--- src/rtl/core/gpsr_pkg.sv ---
// Shared types and constants of the game pad serial responder.
`default_nettype none

package gpsr_pkg;

	localparam int NUM_PORTS_DEF = 2;

	typedef enum logic [1:0] {
		ACT_EXCH  = 2'd0,
		ACT_BEGIN = 2'd1,
		ACT_END   = 2'd2
	} gpsr_action_t;

	localparam logic [7:0] CMD_ADDR   = 8'h01;
	localparam logic [7:0] CMD_POLL   = 8'h42;
	localparam logic [7:0] CMD_CONFIG = 8'h43;
	localparam logic [7:0] CMD_SETMD  = 8'h44;
	localparam logic [7:0] CMD_STATUS = 8'h45;
	localparam logic [7:0] CMD_CONST1 = 8'h46;
	localparam logic [7:0] CMD_CONST2 = 8'h47;
	localparam logic [7:0] CMD_CONST3 = 8'h4C;
	localparam logic [7:0] CMD_MOTOR  = 8'h4D;

	localparam logic [7:0] ID_DIGITAL = 8'h41;
	localparam logic [7:0] ID_ANALOG  = 8'h73;
	localparam logic [7:0] ID_CONFIG  = 8'hF3;
	localparam logic [7:0] ID_READY   = 8'h5A;
	localparam logic [7:0] IDLE_BYTE  = 8'hFF;
	localparam logic [7:0] LOCK_KEY   = 8'h03;

	localparam int MB_CONFIG = 0;
	localparam int MB_ANALOG = 1;
	localparam int MB_LOCKED = 2;
	localparam int MB_QUERY  = 3;

	localparam logic [3:0] CNT_MAX = 4'd9;

	typedef struct packed {
		logic [1:0]  action;
		logic        port;
		logic [7:0]  tx_byte;
		logic [15:0] buttons_pressed;
		logic [7:0]  left_x;
		logic [7:0]  left_y;
		logic [7:0]  right_x;
		logic [7:0]  right_y;
	} gpsr_item_t;

	function automatic logic is_config_cmd(input logic [7:0] c);
		return c == CMD_SETMD || c == CMD_STATUS || c == CMD_CONST1 ||
			c == CMD_CONST2 || c == CMD_CONST3 || c == CMD_MOTOR;
	endfunction

endpackage

`default_nettype wire

--- src/rtl/core/gpsr_if.sv ---
// Valid/ready channel interfaces for request and reply words.
`default_nettype none

interface gpsr_req_if;
	logic        valid;
	logic        ready;
	logic [1:0]  action;
	logic        port;
	logic [7:0]  tx_byte;
	logic [15:0] buttons_pressed;
	logic [7:0]  left_x;
	logic [7:0]  left_y;
	logic [7:0]  right_x;
	logic [7:0]  right_y;

	modport source (
		output valid, action, port, tx_byte, buttons_pressed,
		output left_x, left_y, right_x, right_y,
		input  ready
	);
	modport sink (
		input  valid, action, port, tx_byte, buttons_pressed,
		input  left_x, left_y, right_x, right_y,
		output ready
	);
endinterface

interface gpsr_rsp_if;
	logic       valid;
	logic       ready;
	logic [7:0] rx_byte;
	logic       ack;

	modport source (output valid, rx_byte, ack, input ready);
	modport sink (input valid, rx_byte, ack, output ready);
endinterface

`default_nettype wire

--- src/rtl/core/gpsr_reply.sv ---
// Reply byte decode and mode bit update for one exchanged byte.
`default_nettype none

module gpsr_reply (
	input  wire gpsr_pkg::gpsr_item_t item,
	input  wire logic [3:0]           idx,
	input  wire logic [7:0]           cmd,
	input  wire logic [3:0]           mb,
	output logic [7:0]                rx,
	output logic [3:0]                mb_next
);

	logic [15:0] btn;
	logic        analog;
	logic        cfg;
	logic        q;
	logic        poll_an;
	logic [7:0]  v;

	always_comb begin
		btn     = ~item.buttons_pressed;
		v       = item.tx_byte;
		analog  = mb[gpsr_pkg::MB_ANALOG];
		cfg     = mb[gpsr_pkg::MB_CONFIG];
		q       = mb[gpsr_pkg::MB_QUERY];
		poll_an = (cmd == gpsr_pkg::CMD_POLL) && analog;
		mb_next = mb;
		rx      = gpsr_pkg::IDLE_BYTE;
		case (idx)
			4'd0: rx = gpsr_pkg::IDLE_BYTE;
			4'd1: rx = cfg ? gpsr_pkg::ID_CONFIG :
				(analog ? gpsr_pkg::ID_ANALOG : gpsr_pkg::ID_DIGITAL);
			4'd2: rx = gpsr_pkg::ID_READY;
			4'd3: begin
				if (cmd == gpsr_pkg::CMD_STATUS) begin
					rx = 8'h01;
				end else if (cmd == gpsr_pkg::CMD_CONST1 || cmd == gpsr_pkg::CMD_CONST3) begin
					mb_next[gpsr_pkg::MB_QUERY] = v[0];
					rx = 8'h00;
				end else if (cmd == gpsr_pkg::CMD_CONST2 || cmd == gpsr_pkg::CMD_MOTOR) begin
					rx = 8'h00;
				end else begin
					if (cmd == gpsr_pkg::CMD_CONFIG) begin
						mb_next[gpsr_pkg::MB_CONFIG] = (v == gpsr_pkg::CMD_ADDR);
					end else if (cmd == gpsr_pkg::CMD_SETMD && cfg &&
							!mb[gpsr_pkg::MB_LOCKED]) begin
						mb_next[gpsr_pkg::MB_ANALOG] = (v == gpsr_pkg::CMD_ADDR);
					end
					rx = (cmd == gpsr_pkg::CMD_POLL) ? btn[7:0] : 8'h00;
				end
			end
			4'd4: begin
				if (cmd == gpsr_pkg::CMD_STATUS) begin
					rx = 8'h02;
				end else if (cmd == gpsr_pkg::CMD_CONST1 || cmd == gpsr_pkg::CMD_CONST2 ||
						cmd == gpsr_pkg::CMD_CONST3) begin
					rx = 8'h00;
				end else if (cmd == gpsr_pkg::CMD_MOTOR) begin
					rx = 8'h01;
				end else begin
					if (cmd == gpsr_pkg::CMD_SETMD && cfg) begin
						mb_next[gpsr_pkg::MB_LOCKED] = (v == gpsr_pkg::LOCK_KEY);
					end
					rx = (cmd == gpsr_pkg::CMD_POLL) ? btn[15:8] : 8'h00;
				end
			end
			4'd5: begin
				if (cmd == gpsr_pkg::CMD_STATUS) rx = analog ? 8'h01 : 8'h00;
				else if (cmd == gpsr_pkg::CMD_CONST1) rx = 8'h01;
				else if (cmd == gpsr_pkg::CMD_CONST2) rx = 8'h02;
				else if (cmd == gpsr_pkg::CMD_CONST3) rx = 8'h00;
				else if (cmd == gpsr_pkg::CMD_MOTOR) rx = 8'hFF;
				else rx = poll_an ? item.right_x : 8'h00;
			end
			4'd6: begin
				if (cmd == gpsr_pkg::CMD_STATUS) rx = 8'h02;
				else if (cmd == gpsr_pkg::CMD_CONST1) rx = q ? 8'h01 : 8'h02;
				else if (cmd == gpsr_pkg::CMD_CONST2) rx = 8'h00;
				else if (cmd == gpsr_pkg::CMD_CONST3) rx = q ? 8'h07 : 8'h04;
				else if (cmd == gpsr_pkg::CMD_MOTOR) rx = 8'hFF;
				else rx = poll_an ? item.right_y : 8'h00;
			end
			4'd7: begin
				if (cmd == gpsr_pkg::CMD_STATUS) rx = 8'h01;
				else if (cmd == gpsr_pkg::CMD_CONST1) rx = q ? 8'h01 : 8'h00;
				else if (cmd == gpsr_pkg::CMD_CONST2) rx = 8'h01;
				else if (cmd == gpsr_pkg::CMD_CONST3) rx = 8'h00;
				else if (cmd == gpsr_pkg::CMD_MOTOR) rx = 8'hFF;
				else rx = poll_an ? item.left_x : 8'h00;
			end
			4'd8: begin
				if (cmd == gpsr_pkg::CMD_STATUS) rx = 8'h00;
				else if (cmd == gpsr_pkg::CMD_CONST1) rx = q ? 8'h14 : 8'h0A;
				else if (cmd == gpsr_pkg::CMD_CONST2 || cmd == gpsr_pkg::CMD_CONST3) rx = 8'h00;
				else if (cmd == gpsr_pkg::CMD_MOTOR) rx = 8'hFF;
				else rx = poll_an ? item.left_y : 8'h00;
			end
			default: rx = gpsr_pkg::IDLE_BYTE;
		endcase
	end

endmodule

`default_nettype wire

--- src/rtl/core/game_pad_serial_responder_unit.sv ---
// Top level of the game pad serial responder: input register, decode, reply register.
// Throughput: one request word per cycle, but an exchange word waits in the input
// register while a full reply is not taken; begin and end words give no reply.
// The reply register lets a new word in while the last reply waits to be taken.
// Reset (arst_n low, asynchronous) deselects, clears the byte counter, addressing,
// command and all per-port mode bits, and empties both registers.
`default_nettype none

module game_pad_serial_responder_unit #(
	parameter int NUM_PORTS = gpsr_pkg::NUM_PORTS_DEF
) (
	input  wire logic clk,
	input  wire logic arst_n,
	gpsr_req_if.sink  req,
	gpsr_rsp_if.source rsp
);

	gpsr_pkg::gpsr_item_t req_item;
	gpsr_pkg::gpsr_item_t item_s1;
	logic                 v_s1;

	logic       sel_q, active_q, addr_q;
	logic [3:0] cnt_q;
	logic [7:0] cmd_q;
	logic [3:0] mode_q [NUM_PORTS];

	logic       sel_n, active_n, addr_n;
	logic [3:0] cnt_n;
	logic [7:0] cmd_n;

	logic       rsp_v_q, ack_q;
	logic [7:0] rx_q;

	logic       out_free, is_exch, adv, present, respond, mode_we, cfg_now, ack_n;
	logic [3:0] mb_cur, mb_next;
	logic [7:0] rx_dec, rx_n;
	logic [NUM_PORTS-1:0] port_hit;

	assign req_item = '{
		action:          req.action,
		port:            req.port,
		tx_byte:         req.tx_byte,
		buttons_pressed: req.buttons_pressed,
		left_x:          req.left_x,
		left_y:          req.left_y,
		right_x:         req.right_x,
		right_y:         req.right_y
	};

	assign out_free  = !rsp_v_q || rsp.ready;
	assign is_exch   = item_s1.action == gpsr_pkg::ACT_EXCH;
	assign adv       = v_s1 && (!is_exch || out_free);
	assign req.ready = !v_s1 || adv;

	always_ff @(posedge clk or negedge arst_n) begin
		if (!arst_n) begin
			v_s1 <= 1'b0;
		end else if (req.ready) begin
			v_s1 <= req.valid;
		end
	end

	always_ff @(posedge clk) begin
		if (req.ready && req.valid) begin
			item_s1 <= req_item;
		end
	end

	assign present = int'(active_q) < NUM_PORTS;

	always_comb begin
		mb_cur = '0;
		for (int p = 0; p < NUM_PORTS; p++) begin
			port_hit[p] = int'(active_q) == p;
			if (port_hit[p]) mb_cur = mb_cur | mode_q[p];
		end
	end

	gpsr_reply u_reply (
		.item    (item_s1),
		.idx     (cnt_q),
		.cmd     (cmd_n),
		.mb      (mb_cur),
		.rx      (rx_dec),
		.mb_next (mb_next)
	);

	always_comb begin
		sel_n    = sel_q;
		active_n = active_q;
		addr_n   = addr_q;
		cnt_n    = cnt_q;
		cmd_n    = cmd_q;
		cfg_now  = present && mb_cur[gpsr_pkg::MB_CONFIG];
		respond  = 1'b0;
		case (gpsr_pkg::gpsr_action_t'(item_s1.action))
			gpsr_pkg::ACT_EXCH: begin
				if (cnt_q == 4'd0) begin
					addr_n = (item_s1.tx_byte == gpsr_pkg::CMD_ADDR) && present;
				end else if (cnt_q == 4'd1 && addr_q) begin
					cmd_n  = item_s1.tx_byte;
					addr_n = item_s1.tx_byte == gpsr_pkg::CMD_POLL ||
						item_s1.tx_byte == gpsr_pkg::CMD_CONFIG ||
						(cfg_now && gpsr_pkg::is_config_cmd(item_s1.tx_byte));
				end
				respond = sel_q && addr_n && present;
				if (cnt_q < gpsr_pkg::CNT_MAX) cnt_n = cnt_q + 4'd1;
			end
			gpsr_pkg::ACT_BEGIN: begin
				if (!sel_q) begin
					cnt_n  = '0;
					addr_n = 1'b0;
					cmd_n  = '0;
				end
				sel_n    = 1'b1;
				active_n = item_s1.port;
			end
			gpsr_pkg::ACT_END: begin
				if (sel_q) begin
					sel_n    = 1'b0;
					active_n = 1'b0;
					cnt_n    = '0;
					addr_n   = 1'b0;
					cmd_n    = '0;
				end
			end
			default: begin
			end
		endcase
		rx_n  = respond ? rx_dec : gpsr_pkg::IDLE_BYTE;
		if (cmd_n == gpsr_pkg::CMD_POLL && !mb_next[gpsr_pkg::MB_ANALOG]) begin
			ack_n = respond && (cnt_q < 4'd4);
		end else begin
			ack_n = respond && (cnt_q < 4'd8);
		end
		mode_we = adv && respond;
	end

	always_ff @(posedge clk or negedge arst_n) begin
		if (!arst_n) begin
			sel_q    <= 1'b0;
			active_q <= 1'b0;
			addr_q   <= 1'b0;
			cnt_q    <= '0;
			cmd_q    <= '0;
		end else if (adv) begin
			sel_q    <= sel_n;
			active_q <= active_n;
			addr_q   <= addr_n;
			cnt_q    <= cnt_n;
			cmd_q    <= cmd_n;
		end
	end

	for (genvar p = 0; p < NUM_PORTS; p++) begin : g_mode
		always_ff @(posedge clk or negedge arst_n) begin
			if (!arst_n) begin
				mode_q[p] <= '0;
			end else if (mode_we && port_hit[p]) begin
				mode_q[p] <= mb_next;
			end
		end
	end

	always_ff @(posedge clk or negedge arst_n) begin
		if (!arst_n) begin
			rsp_v_q <= 1'b0;
		end else if (adv && is_exch) begin
			rsp_v_q <= 1'b1;
		end else if (rsp.ready) begin
			rsp_v_q <= 1'b0;
		end
	end

	always_ff @(posedge clk) begin
		if (adv && is_exch) begin
			rx_q  <= rx_n;
			ack_q <= ack_n;
		end
	end

	assign rsp.valid   = rsp_v_q;
	assign rsp.rx_byte = rx_q;
	assign rsp.ack     = ack_q;

	a_cnt_bound: assert property (@(posedge clk) disable iff (!arst_n)
		cnt_q <= gpsr_pkg::CNT_MAX)
		else $error("byte counter past saturation");

	a_end_clears: assert property (@(posedge clk) disable iff (!arst_n)
		(adv && sel_q && item_s1.action == gpsr_pkg::ACT_END) |=>
		(!sel_q && cnt_q == 4'd0 && !addr_q && !active_q))
		else $error("end word left transaction state");

	a_exch_reply: assert property (@(posedge clk) disable iff (!arst_n)
		(adv && is_exch) |=> rsp_v_q)
		else $error("exchange word gave no reply");

	a_ack_addr: assert property (@(posedge clk) disable iff (!arst_n)
		(adv && is_exch && ack_n) |-> (sel_q && present))
		else $error("ack without selected present pad");

endmodule

`default_nettype wire
--- src/flat_wrapper.sv ---
// flat-port wrapper written by rule: the top's interface ports become plain ports
module game_pad_serial_responder_unit_flat 
#(
	parameter int NUM_PORTS = gpsr_pkg::NUM_PORTS_DEF
)
  (clk, arst_n, req_valid, req_action, req_port, req_tx_byte, req_buttons_pressed, req_left_x, req_left_y, req_right_x, req_right_y, req_ready, rsp_valid, rsp_rx_byte, rsp_ack, rsp_ready);
  gpsr_req_if req_i ();
  gpsr_rsp_if rsp_i ();
  input  wire logic clk;
  input  wire logic arst_n;
  input wire logic [$bits(req_i.valid)-1:0] req_valid;
  input wire logic [$bits(req_i.action)-1:0] req_action;
  input wire logic [$bits(req_i.port)-1:0] req_port;
  input wire logic [$bits(req_i.tx_byte)-1:0] req_tx_byte;
  input wire logic [$bits(req_i.buttons_pressed)-1:0] req_buttons_pressed;
  input wire logic [$bits(req_i.left_x)-1:0] req_left_x;
  input wire logic [$bits(req_i.left_y)-1:0] req_left_y;
  input wire logic [$bits(req_i.right_x)-1:0] req_right_x;
  input wire logic [$bits(req_i.right_y)-1:0] req_right_y;
  output wire logic [$bits(req_i.ready)-1:0] req_ready;
  output wire logic [$bits(rsp_i.valid)-1:0] rsp_valid;
  output wire logic [$bits(rsp_i.rx_byte)-1:0] rsp_rx_byte;
  output wire logic [$bits(rsp_i.ack)-1:0] rsp_ack;
  input wire logic [$bits(rsp_i.ready)-1:0] rsp_ready;
  assign req_i.valid = req_valid;
  assign req_i.action = req_action;
  assign req_i.port = req_port;
  assign req_i.tx_byte = req_tx_byte;
  assign req_i.buttons_pressed = req_buttons_pressed;
  assign req_i.left_x = req_left_x;
  assign req_i.left_y = req_left_y;
  assign req_i.right_x = req_right_x;
  assign req_i.right_y = req_right_y;
  assign req_ready = req_i.ready;
  assign rsp_valid = rsp_i.valid;
  assign rsp_rx_byte = rsp_i.rx_byte;
  assign rsp_ack = rsp_i.ack;
  assign rsp_i.ready = rsp_ready;
  game_pad_serial_responder_unit #(.NUM_PORTS(NUM_PORTS)) u_core (.clk(clk), .arst_n(arst_n), .req(req_i), .rsp(rsp_i));
endmodule
--- config.mk ---
export PLATFORM = sky130hd
export DESIGN_NAME = game_pad_serial_responder_unit_flat
export DESIGN_NICKNAME = d
export VERILOG_FILES = /design/src/rtl/core/gpsr_pkg.sv /design/src/rtl/core/gpsr_if.sv /design/src/rtl/core/gpsr_reply.sv /design/src/rtl/core/game_pad_serial_responder_unit.sv /design/src/flat_wrapper.sv
export SDC_FILE = /design/constraint.sdc
export NUM_CORES = 1
export LEC_CHECK = 0
export BUFFER_PORTS_ARGS = -buffer_cell sky130_fd_sc_hd__buf_2
export CAP_MARGIN = 20
export CORE_MARGIN = 2
export CORE_UTILIZATION = 47
export CTS_CLUSTER_SIZE = 14
export DETAILED_ROUTE_END_ITERATION = 8
export PLACE_DENSITY = 0.68
export REMOVE_ABC_BUFFERS = 1
export SYNTH_ARGS = -nofsm -noshare
export SYNTH_HDL_FRONTEND = slang
export SYNTH_HIERARCHICAL = 1
export SYNTH_SLANG_ARGS = --single-unit
--- constraint.sdc ---
create_clock -name clk -period 9.68 [get_ports clk]
set_input_delay 1.936 -clock clk [delete_from_list [all_inputs] [get_ports clk]]
set_output_delay 1.936 -clock clk [all_outputs]
set_load 0.05 [all_outputs]
==> results.tsv, run 1 <==
stage	metric	value	unit
status	status	finished, final reports clean	
global_route	vias in the first global route	3399	
synth	post-synth cell types	82	
timing	Final Max Slew Viols	0	
timing	Slew @ Worst Pin	856.1	ps
synth	Avg Inst Size Synth	12.04	um2
worst_setup_path	WP buf/inv	2	
route	post-route ant nets	0	
clock_tree	# hold bufs at CTS	0	
clock_tree	CTS root buf	clkbuf_8	
timing	Hold Slack	515.7	ps
synth	Post-Syn Area	4866	um2
min_path	Worst Hold Launch	u_core/mode_q[1]$_DFFE_PN0P_	
cells_and_area	share of post-route cells with drive strength above 1	0.2839	
timing	Setup TNS	0	ps
min_path	Hold Path End	u_core/mode_q[1]$_DFFE_PN0P_	
cells_and_area	most frequent cells in the layout	buf_2 (73), edfxtp_1 (68), dfrtp_1 (25)	
worst_setup_path	worst r2r src	u_core/cnt_q[0]$_DFFE_PN0P_	
timing	unrepaired setup endpoints after global routing	false	
route	first-iteration detailed-routing DRC count	329	
synth	area leader, netlist	edfxtp_1	
route	DR pass1 iterations	6	
clock_tree	worst skew pair latency	380	ps
floorplan	I/O Pins	74	
worst_setup_path	critical register-to-register path endpoint	u_core/rsp.ack$_DFFE_PP_	
synth	Post-synth EDFFs	68	
worst_setup_path	critical-path cell list	inv_1 -> ha_1 -> nor4b_4 -> a21oi_2 -> or3_4 -> a21o_1 -> nor4b_2 -> nand2_1 -> nor4b_1 -> mux2_2 -> inv_1 -> o2111ai_1 -> a2111oi_1 -> a21oi_2	
cells_and_area	area added between synthesis and finish	12.55	%
cells_and_area	final net count	537	
placement	DP HPWL	7817	um
route	post-DR wirelength/cell	18.08	um
worst_setup_path	Max stage delay on crit path	920	ps
worst_setup_path	Top delay family on crit path	simple AND/OR/NAND/NOR gates	
route	drt total wl	10990	um
timing	clock period minus worst slack	5091	ps
worst_setup_path	CP max stage cell	dfrtp_1	
route	detailed-route DRC error count	0	
global_route	initial antenna violation count	0	
placement	PortBufs	73	
floorplan	chip height	105.8	um
global_route	first-pass GRT wire length	17610	um
synth	Synth async-reset ratio	0.2688	
clock_tree	CTS buffer count	9	
worst_setup_path	Worst EP required	9800	ps
floorplan	core area	10180	um2
cells_and_area	fin area	5477	um2
floorplan	die area	11180	um2
placement	Place WS	4669	ps
floorplan	initial core utilization	0.4778	
cells_and_area	antenna cells	0	
global_route	pin count of the biggest net entering global routing	60	
placement	Post-DP Area	5296	um2
cells_and_area	most common cell after layout, fill and taps aside	buf_2	
synth	sequential fraction of the synthesis area	0.5482	
route	via count	3609	
clock_tree	cts repair resizes	0	
floorplan	Rows	37	
worst_setup_path	crit end category	register	
clock_tree	clock sinks	93	
min_path	WHS Path Cells	1	
worst_setup_path	critical path type	reg -> reg	
clock_tree	Max clock buf depth	2	
clock_tree	H-tree levels	3	
worst_setup_path	CP startpoint kind	register	
min_path	worst hold path type	reg -> reg	
route	average vias per placed instance	5.936	
synth	post-synthesis cell count	404	
worst_setup_path	reg2reg path depth	14	
power_and_ir_drop	maximum vdd ir drop	0.00007852	V
synth	top post-synthesis cells by area	edfxtp_1 (42%), dfrtp_1 (13%), mux2_2 (4.2%)	
worst_setup_path	Critical Path AT	5210	ps
timing	Max Clock Freq	196.4	MHz
placement	placed instance count	592	
synth	top-area cell type share of the netlist area	0.4196	
global_route	Tot GR Track Use	0.2047	
timing	setup ws final	4589	ps
synth	Yosys warning total	6	
clock_tree	CTS tree	done	
timing	final setup vio count	0	
clock_tree	Worst-path clk slew	90	ps
cells_and_area	non-filler instance count after layout	608	
timing	Final period util	0.5260	
global_route	grt ovf	0	
timing	worst-case clock skew	12.82	ps
worst_setup_path	r2r setup slk	4590	ps
cells_and_area	Fill cells	909	
power_and_ir_drop	Leak	0.002078	uW
timing	Max-slew headroom	0.4215	
synth	Post-synth top flop	edfxtp_1	
timing	Hold Fails Final Rpt	0	
power_and_ir_drop	Power per Cell Area	181.9	nW/um2
worst_setup_path	crit-path max FO	27	
floorplan	Horiz. Die Dim	105.8	um
clock_tree	post-CTS setup buffers	0	
job	Max-cap violations	0	
placement	Placer Congestion	0.9023	
synth	Yosys reg bits	93	
==> flip-flops by register name, indices dropped and copies added (netlist names), 4 cells and up <==
register            cells
u_core/item_s1         59
u_core/cmd_q            8
u_core/mode_q           8
u_core/rsp.rx_byte      8
u_core/cnt_q            4
==> area by class of cell <==
cell class / count / area, um2 / share of cell area
clock buffer: 9 / 123.9 / 0.02262
clock inverter: 7 / 56.30 / 0.01028
inverter: 15 / 56.30 / 0.01028
multi-input combinational: 274 / 2029 / 0.3706
sequential: 93 / 2668 / 0.4871
tap: 136 / 170.2 / 0.03107
timing repair buffer: 74 / 372.9 / 0.06808
==> layer usage <==
metal | vias to the layer above | share of wire | global-route usage
li1 | 1700 | - | -
met1 | 1757 | 0.46 | 0.2873
met2 | 129 | 0.45 | 0.3037
met3 | 23 | 0.068 | 0.06061
met4 | 0 | 0.023 | 0.06955
met5 | - | 0 | 0
==> worst max-delay path by stage <==
stage                                            from  depth (start not counted)                       end
after floorplan                             rsp_ready                          2                 req_ready
after global placement    u_core/cnt_q[0]$_DFFE_PN0P_                         14  u_core/rsp.ack$_DFFE_PP_
after CTS                 u_core/cnt_q[0]$_DFFE_PN0P_                         14  u_core/rsp.ack$_DFFE_PP_
final                     u_core/cnt_q[0]$_DFFE_PN0P_                         14  u_core/rsp.ack$_DFFE_PP_
after detailed placement  u_core/cnt_q[0]$_DFFE_PN0P_                         14  u_core/rsp.ack$_DFFE_PP_
after global routing      u_core/cnt_q[0]$_DFFE_PN0P_                         14  u_core/rsp.ack$_DFFE_PP_
==> report_power, final <==
part,leakage [uW],internal [uW],switching [uW]
Combinational,0.00102,108,126
Clock,0.0000906,96.4,145
Sequential,0.000968,454,66.8
Total,0.00208,659,338
==> cells in the mapped netlist (all sizes together), types with 4 or more instances <==
cell and number:
o21a 5, a22o 10, nand2b 19, nor2 19, buf 13, nor4 6, nand4 5, a21oi 22
nor2b 5, mux2 19, and2 4, o31ai 4, clkbuf 9, dfrtp 25, a22oi 7, nand2 21
nand3 8, nor4b 6, inv 15, a21o 5, edfxtp 68, nand3b 6, o22ai 8, o21ai 17
a211oi 8, nor3 5, and3 5, ha 7
==> worst reg2reg max path, stage by stage, from the launching register on <==
cell and delay [ps]:
dfrtp_1 920, inv_1 110, ha_1 310, nor4b_4 320, a21oi_2 180, or3_4 430, a21o_1 210, nor4b_2 460
nand2_1 340, nor4b_1 410, mux2_2 400, inv_1 70, o2111ai_1 120, a2111oi_1 460, a21oi_2 100
==> through the flow <==
step,utilization,power (uW)
global route,0.5377,1053
detailed placement,0.5200,758.3
CTS,0.5377,995.0
finish,0.5377,996.2
global placement,0.5200,751.9
floorplan,-,678.0
==> cell families after synthesis <==
logic type,share of synthesized area
buf+inv,0.03497
compound gates,0.1828
xor+xnor,0.001800
fa+ha+maj,0.01800
mux,0.04885
flops,0.5482
simple gates,0.1653
Note: power is estimated with default switching activity, not from simulation.
==> inputs of run 2 (changes only) <==
- clock period: 9.68 -> 4.7 ns (I/O delays scaled with it)
==> run 2 against run 1 <==
  * Sequential power is 87% higher
  * Cell count up 1.2%
  * Utilization increased by 0.75 points
  * Flip-flop and latch count unchanged
  * Global-route usage grew 0.091 points
  * Setup slack worse by 4100 ps
  * Sequential share of layout area is 0.67 points lower
  * Via count shrank 1.3%
  * Power rose by 110%
==> results.tsv, run 2 (synthesis results as in run 1) <==
stage	metric	value	unit	change
route	drt total wl	10850	um	was 10990 um
cells_and_area	fin area	5553	um2	was 5477 um2
worst_setup_path	WP buf/inv	2		unchanged
floorplan	I/O Pins	74		unchanged
cells_and_area	final net count	544		was 537
global_route	pin count of the biggest net entering global routing	34		was 60
route	post-DR wirelength/cell	17.64	um	was 18.08 um
global_route	Tot GR Track Use	0.2056		was 0.2047
power_and_ir_drop	Leak	0.002123	uW	was 0.002078 uW
route	average vias per placed instance	5.793		was 5.936
global_route	grt ovf	0		unchanged
timing	Final period util	0.8938		was 0.5260
clock_tree	clock sinks	93		unchanged
cells_and_area	most frequent cells in the layout	buf_2 (73), edfxtp_1 (68), dfrtp_1 (25)		unchanged
route	post-route ant nets	0		unchanged
worst_setup_path	critical path type	reg -> reg		unchanged
worst_setup_path	CP max stage cell	nor4b_2		was dfrtp_1
worst_setup_path	Worst EP required	4840	ps	was 9800 ps
route	DR pass1 iterations	5		was 6
worst_setup_path	critical-path cell list	inv_1 -> ha_1 -> nor4b_4 -> a21oi_2 -> or3_4 -> a21o_1 -> nor4b_2 -> nand2_1 -> nor4b_1 -> mux2_2 -> inv_1 -> o2111ai_1 -> a2111oi_1 -> a21oi_2		unchanged
floorplan	Horiz. Die Dim	105.8	um	unchanged
timing	clock period minus worst slack	4201	ps	was 5091 ps
cells_and_area	FF/Latch Area	2668	um2	unchanged
worst_setup_path	Critical Path AT	4340	ps	was 5210 ps
timing	Hold Fails Final Rpt	0		unchanged
worst_setup_path	crit end category	register		unchanged
cells_and_area	share of post-route cells with drive strength above 1	0.2944		was 0.2839
cells_and_area	Fill cells	906		was 909
placement	Placer Congestion	0.9022		was 0.9023
clock_tree	CTS buffer count	9		unchanged
power_and_ir_drop	Power per Cell Area	382.3	nW/um2	was 181.9 nW/um2
placement	placed instance count	599		was 592
timing	Slew @ Worst Pin	842.4	ps	was 856.1 ps
timing	Max Clock Freq	238.0	MHz	was 196.4 MHz
cells_and_area	antenna cells	0		unchanged
timing	final setup vio count	0		unchanged
timing	Final Max Slew Viols	0		unchanged
clock_tree	# hold bufs at CTS	0		unchanged
timing	worst-case clock skew	12.45	ps	was 12.82 ps
clock_tree	CTS root buf	clkbuf_8		unchanged
status	status	finished, final reports clean		unchanged
clock_tree	Max clock buf depth	2		unchanged
timing	Setup TNS	0	ps	unchanged
worst_setup_path	crit-path max FO	7		was 27
min_path	worst hold path type	reg -> reg		unchanged
route	detailed-route DRC error count	0		unchanged
job	Max-cap violations	0		unchanged
clock_tree	cts repair resizes	0		unchanged
placement	DP HPWL	7917	um	was 7817 um
clock_tree	CTS tree	done		unchanged
placement	PortBufs	73		unchanged
route	first-iteration detailed-routing DRC count	458		was 329
worst_setup_path	Max stage delay on crit path	470	ps	was 920 ps
power_and_ir_drop	maximum vdd ir drop	0.0002527	V	was 0.00007852 V
cells_and_area	most common cell after layout, fill and taps aside	buf_2		unchanged
cells_and_area	max reg flops	59		unchanged
cells_and_area	area added between synthesis and finish	14.12	%	was 12.55%
global_route	initial antenna violation count	0		unchanged
global_route	first-pass GRT wire length	17730	um	was 17610 um
clock_tree	post-CTS setup buffers	0		unchanged
global_route	vias in the first global route	3416		was 3399
floorplan	core area	10180	um2	unchanged
route	via count	3563		was 3609
cells_and_area	largest register by flop count	u_core/item_s1		unchanged
clock_tree	H-tree levels	3		unchanged
cells_and_area	footprint of the multi-input gates	2029	um2	unchanged
floorplan	chip height	105.8	um	unchanged
floorplan	initial core utilization	0.4778		unchanged
cells_and_area	non-filler instance count after layout	615		was 608
placement	Post-DP Area	5349	um2	was 5296 um2
floorplan	Rows	37		unchanged
worst_setup_path	Top delay family on crit path	simple AND/OR/NAND/NOR gates		unchanged
clock_tree	Worst-path clk slew	90	ps	about the same
clock_tree	worst skew pair latency	390	ps	was 380 ps
floorplan	die area	11180	um2	unchanged
timing	Max-slew headroom	0.4307		was 0.4215
worst_setup_path	CP startpoint kind	register		unchanged
timing	unrepaired setup endpoints after global routing	false		unchanged
==> run 2: path summary, 6_finish.rpt <==
kind                                         startpoint                            to  slack (ps)  cells after the start
setup reg to reg            u_core/cnt_q[0]$_DFFE_PN0P_      u_core/rsp.ack$_DFFE_PP_         500                     14
setup / recovery            u_core/cnt_q[0]$_DFFE_PN0P_      u_core/rsp.ack$_DFFE_PP_         500                     14
hold / removal             u_core/mode_q[1]$_DFFE_PN0P_  u_core/mode_q[1]$_DFFE_PN0P_         520                      1
min in group asynchronous                        arst_n   u_core/cmd_q[5]$_DFFE_PN0P_         550                      1
max in group asynchronous                        arst_n  u_core/mode_q[7]$_DFFE_PN0P_        3750                      1
hold reg to reg            u_core/mode_q[1]$_DFFE_PN0P_  u_core/mode_q[1]$_DFFE_PN0P_         520                      1
==> run 2: metrics by stage <==
| step | total power, uW | setup WS (ps) | hold slack (ps) | utilization |
|---|---|---|---|---|
| floorplan | 1396 | 267.7 | 466.1 | - |
| global placement | 1578 | 701.8 | 484.0 | 0.5252 |
| detailed placement | 1580 | 532.5 | 492.6 | 0.5252 |
| CTS | 2137 | 514.2 | 521.2 | 0.5452 |
| global route | 2249 | 162.0 | 542.7 | 0.5452 |
| finish | 2123 | 498.9 | 518.2 | 0.5452 |
==> run 2: area by class of cell <==
class / count / area share
clock buffer: 9 / 0.02231
multi-input combinational: 274 / 0.3655
tap: 136 / 0.03064
timing repair buffer: 81 / 0.07661
clock inverter: 7 / 0.01442
sequential: 93 / 0.4804
inverter: 15 / 0.01014
==> run 2: per-layer routing <==
layer	share of wire	routed length (um)	track usage	vias to the layer above
met3	0.072	777	0.05690	17
met2	0.45	4928	0.2959	150
met4	0.016	176	0.06391	0
met5	0	0	0	-
li1	-	-	-	1722
met1	0.46	4965	0.3023	1674
==> run 2: worst reg2reg max path, delay by kind of cell (launching register included) <==
family / cells / cell delay (ps)
AO/OA/AOI/OAI: 5 / 1050
flip-flops: 1 / 410
buffers and inverters: 2 / 130
AND/OR/NAND/NOR: 5 / 1710
multiplexers: 1 / 410
adder cells (fa/ha/maj): 1 / 260
==> run 2: where the power goes <==
group | switching (uW) | internal [uW] | leakage (uW) | total (uW)
Sequential | 37.8 | 937 | 0.000968 | 975
Clock | 298 | 254 | 0.000103 | 552
Combinational | 354 | 241 | 0.00105 | 595
==> inputs of run 3 (changes only) <==
--- a/config.mk
+++ b/config.mk
@@ -9,7 +9,9 @@
 export CAP_MARGIN = 20
+export CELL_PAD_IN_SITES_DETAIL_PLACEMENT = 0
+export CELL_PAD_IN_SITES_GLOBAL_PLACEMENT = 1
 export CORE_MARGIN = 2
-export CORE_UTILIZATION = 47
+export CORE_UTILIZATION = 46
 export CTS_CLUSTER_SIZE = 14
 export DETAILED_ROUTE_END_ITERATION = 8
-export PLACE_DENSITY = 0.68
+export PLACE_DENSITY = 0.8
 export REMOVE_ABC_BUFFERS = 1
==> constraint.sdc (replaced) <==
create_clock -name clk -period 4.7 [get_ports clk]
set_input_delay 0.705 -clock clk [delete_from_list [all_inputs] [get_ports clk]]
set_output_delay 0.705 -clock clk [all_outputs]
set_load 0.05 [all_outputs]
==> run 3 against run 2 <==
  * Cell area is 0.47% lower
  * Count of clock-buffer cells in the layout stayed put
  * Clock power is 12% lower
  * Largest power group unchanged
  * Sequential share of layout area is 0.23 points higher
  * Largest cell class unchanged
  * Highest routed layer unchanged
  * Critical endpoint unchanged
==> results.tsv, run 3 (synthesis results as in run 1) <==
stage	metric	value	unit	change
status	status	finished, final reports clean		unchanged
route	DR pass1 iterations	5		unchanged
route	first-iteration detailed-routing DRC count	380		was 458
route	wire length on met3	615	um	was 777 um
timing	Slew @ Worst Pin	777.2	ps	was 842.4 ps
worst_setup_path	critical path type	reg -> reg		unchanged
worst_setup_path	Worst EP required	4820	ps	was 4840 ps
route	drt total wl	11410	um	was 10850 um
route	average vias per placed instance	5.803		was 5.793
floorplan	I/O Pins	74		unchanged
floorplan	die area	11420	um2	was 11180 um2
timing	Max-slew headroom	0.4748		was 0.4307
timing	Final Max Slew Viols	0		unchanged
clock_tree	CTS root buf	clkbuf_8		unchanged
timing	unrepaired setup endpoints after global routing	false		unchanged
global_route	first-pass GRT wire length	18310	um	was 17730 um
placement	Post-DP Area	5349	um2	unchanged
timing	Max Clock Freq	236.4	MHz	was 238.0 MHz
clock_tree	cts repair resizes	0		unchanged
route	post-DR wirelength/cell	18.55	um	was 17.64 um
clock_tree	post-CTS setup buffers	0		unchanged
cells_and_area	final net count	544		unchanged
clock_tree	CTS buffer count	9		unchanged
global_route	Tot GR Track Use	0.2106		was 0.2056
cells_and_area	Fill cells	932		was 906
min_path	worst hold path type	in -> async		was reg -> reg
placement	PortBufs	73		unchanged
worst_setup_path	crit-path max FO	7		unchanged
worst_setup_path	worst r2r src	u_core/cnt_q[0]$_DFFE_PN0P_		unchanged
timing	Setup TNS	0	ps	unchanged
cells_and_area	max reg flops	59		unchanged
worst_setup_path	Critical Path AT	4350	ps	was 4340 ps
cells_and_area	footprint of the multi-input gates	2029	um2	unchanged
cells_and_area	most frequent cells in the layout	buf_2 (73), edfxtp_1 (68), dfrtp_1 (25)		unchanged
route	detailed-route DRC error count	0		unchanged
power_and_ir_drop	Leak	0.002105	uW	was 0.002123 uW
clock_tree	H-tree levels	3		unchanged
placement	Placer Congestion	0.8966		was 0.9022
clock_tree	CTS tree	done		unchanged
timing	worst-case clock skew	14.33	ps	was 12.45 ps
worst_setup_path	crit end category	register		unchanged
floorplan	initial core utilization	0.4735		was 0.4778
route	post-route ant nets	0		unchanged
floorplan	core area	10280	um2	was 10180 um2
timing	clock period minus worst slack	4231	ps	was 4201 ps
timing	final setup vio count	0		unchanged
clock_tree	clock sinks	93		unchanged
cells_and_area	fin area	5527	um2	was 5553 um2
cells_and_area	area added between synthesis and finish	13.58	%	was 14.12%
cells_and_area	largest register by flop count	u_core/item_s1		unchanged
placement	Place WS	531.1	ps	was 532.5 ps
route	via count	3569		was 3563
cells_and_area	FF/Latch Area	2668	um2	unchanged
cells_and_area	antenna cells	0		unchanged
global_route	initial antenna violation count	0		unchanged
clock_tree	Max clock buf depth	2		unchanged
global_route	grt ovf	0		unchanged
clock_tree	worst skew pair latency	370	ps	was 390 ps
worst_setup_path	r2r setup slk	470	ps	was 500 ps
clock_tree	# hold bufs at CTS	0		unchanged
clock_tree	Worst-path clk slew	90	ps	about the same
timing	setup ws final	469.2	ps	was 498.9 ps
cells_and_area	most common cell after layout, fill and taps aside	buf_2		unchanged
power_and_ir_drop	total power	2071	uW	was 2123 uW
power_and_ir_drop	Power per Cell Area	374.8	nW/um2	was 382.3 nW/um2
route	DR WL met2	5275	um	was 4928 um
worst_setup_path	reg2reg path depth	14		unchanged
route	met1 WL	5344	um	was 4965 um
timing	Hold Fails Final Rpt	0		unchanged
power_and_ir_drop	maximum vdd ir drop	0.0002330	V	was 0.0002527 V
global_route	pin count of the biggest net entering global routing	60		was 34
worst_setup_path	CP startpoint kind	register		unchanged
floorplan	Horiz. Die Dim	106.9	um	was 105.8 um
floorplan	Rows	37		unchanged
floorplan	chip height	106.9	um	was 105.8 um
job	Max-cap violations	0		unchanged
cells_and_area	share of post-route cells with drive strength above 1	0.2923		was 0.2944
worst_setup_path	critical register-to-register path endpoint	u_core/rsp.ack$_DFFE_PP_		unchanged
timing	Final period util	0.9002		was 0.8938
placement	DP HPWL	8068	um	was 7917 um
route	top layer in use	met4		unchanged
global_route	vias in the first global route	3442		was 3416
run 3: how the worst max path moves through the flow:
stage | start | endpoint | slack, ps
2_1_floorplan | u_core/cnt_q[0]$_DFFE_PN0P_ | u_core/rsp.ack$_DFFE_PP_ | 270
3_3_place_gp | u_core/cnt_q[0]$_DFFE_PN0P_ | u_core/rsp.ack$_DFFE_PP_ | 680
3_5_place_dp | u_core/cnt_q[0]$_DFFE_PN0P_ | u_core/rsp.ack$_DFFE_PP_ | 530
4_1_cts | u_core/cnt_q[0]$_DFFE_PN0P_ | u_core/rsp.ack$_DFFE_PP_ | 490
5_1_grt | u_core/cnt_q[0]$_DFFE_PN0P_ | u_core/rsp.ack$_DFFE_PP_ | 100
6_report | u_core/cnt_q[0]$_DFFE_PN0P_ | u_core/rsp.ack$_DFFE_PP_ | 470
run 3: metal layers:
metal / vias up / global-route usage
met5: - / 0
met4: 0 / 0.05937
met3: 16 / 0.04620
met2: 109 / 0.3185
met1: 1730 / 0.3068
li1: 1714 / -
run 3: critical path, stage by stage (launching register included):
cell and delay, ps:
dfrtp_1 420, inv_1 60, ha_1 270, nor4b_4 340, a21oi_2 180, or3_4 430
a21o_1 210, nor4b_2 470, nand2_1 140, nor4b_1 340, mux2_2 400, inv_1 70
o2111ai_1 100, a2111oi_1 440, a21oi_2 100
run 3: power breakdown:
| part | internal (uW) | total [uW] | leakage, uW | switching [uW] |
|---|---|---|---|---|
| sequential | 937 | 979 | 0.000968 | 41.4 |
| combinational | 242 | 607 | 0.00105 | 365 |
| clock | 198 | 486 | 0.0000847 | 288 |
run 3: cell type report:
class,instances,share of cell area
well taps,136,0.03079
clock inverters,7,0.009735
repair buffers,81,0.07698
inverters,15,0.01019
clock buffers,9,0.02241
flip-flops and latches,93,0.4827
multi-input cells,274,0.3672
run 3: through the flow:
step	hold slack [ps]	std cells	utilization
final	320.5	615	0.5377
after global routing	340.0	615	0.5377
after detailed placement	494.2	599	0.5205
after floorplan	409.4	382	-
after global placement	484.6	599	0.5205
after CTS	325.4	615	0.5377
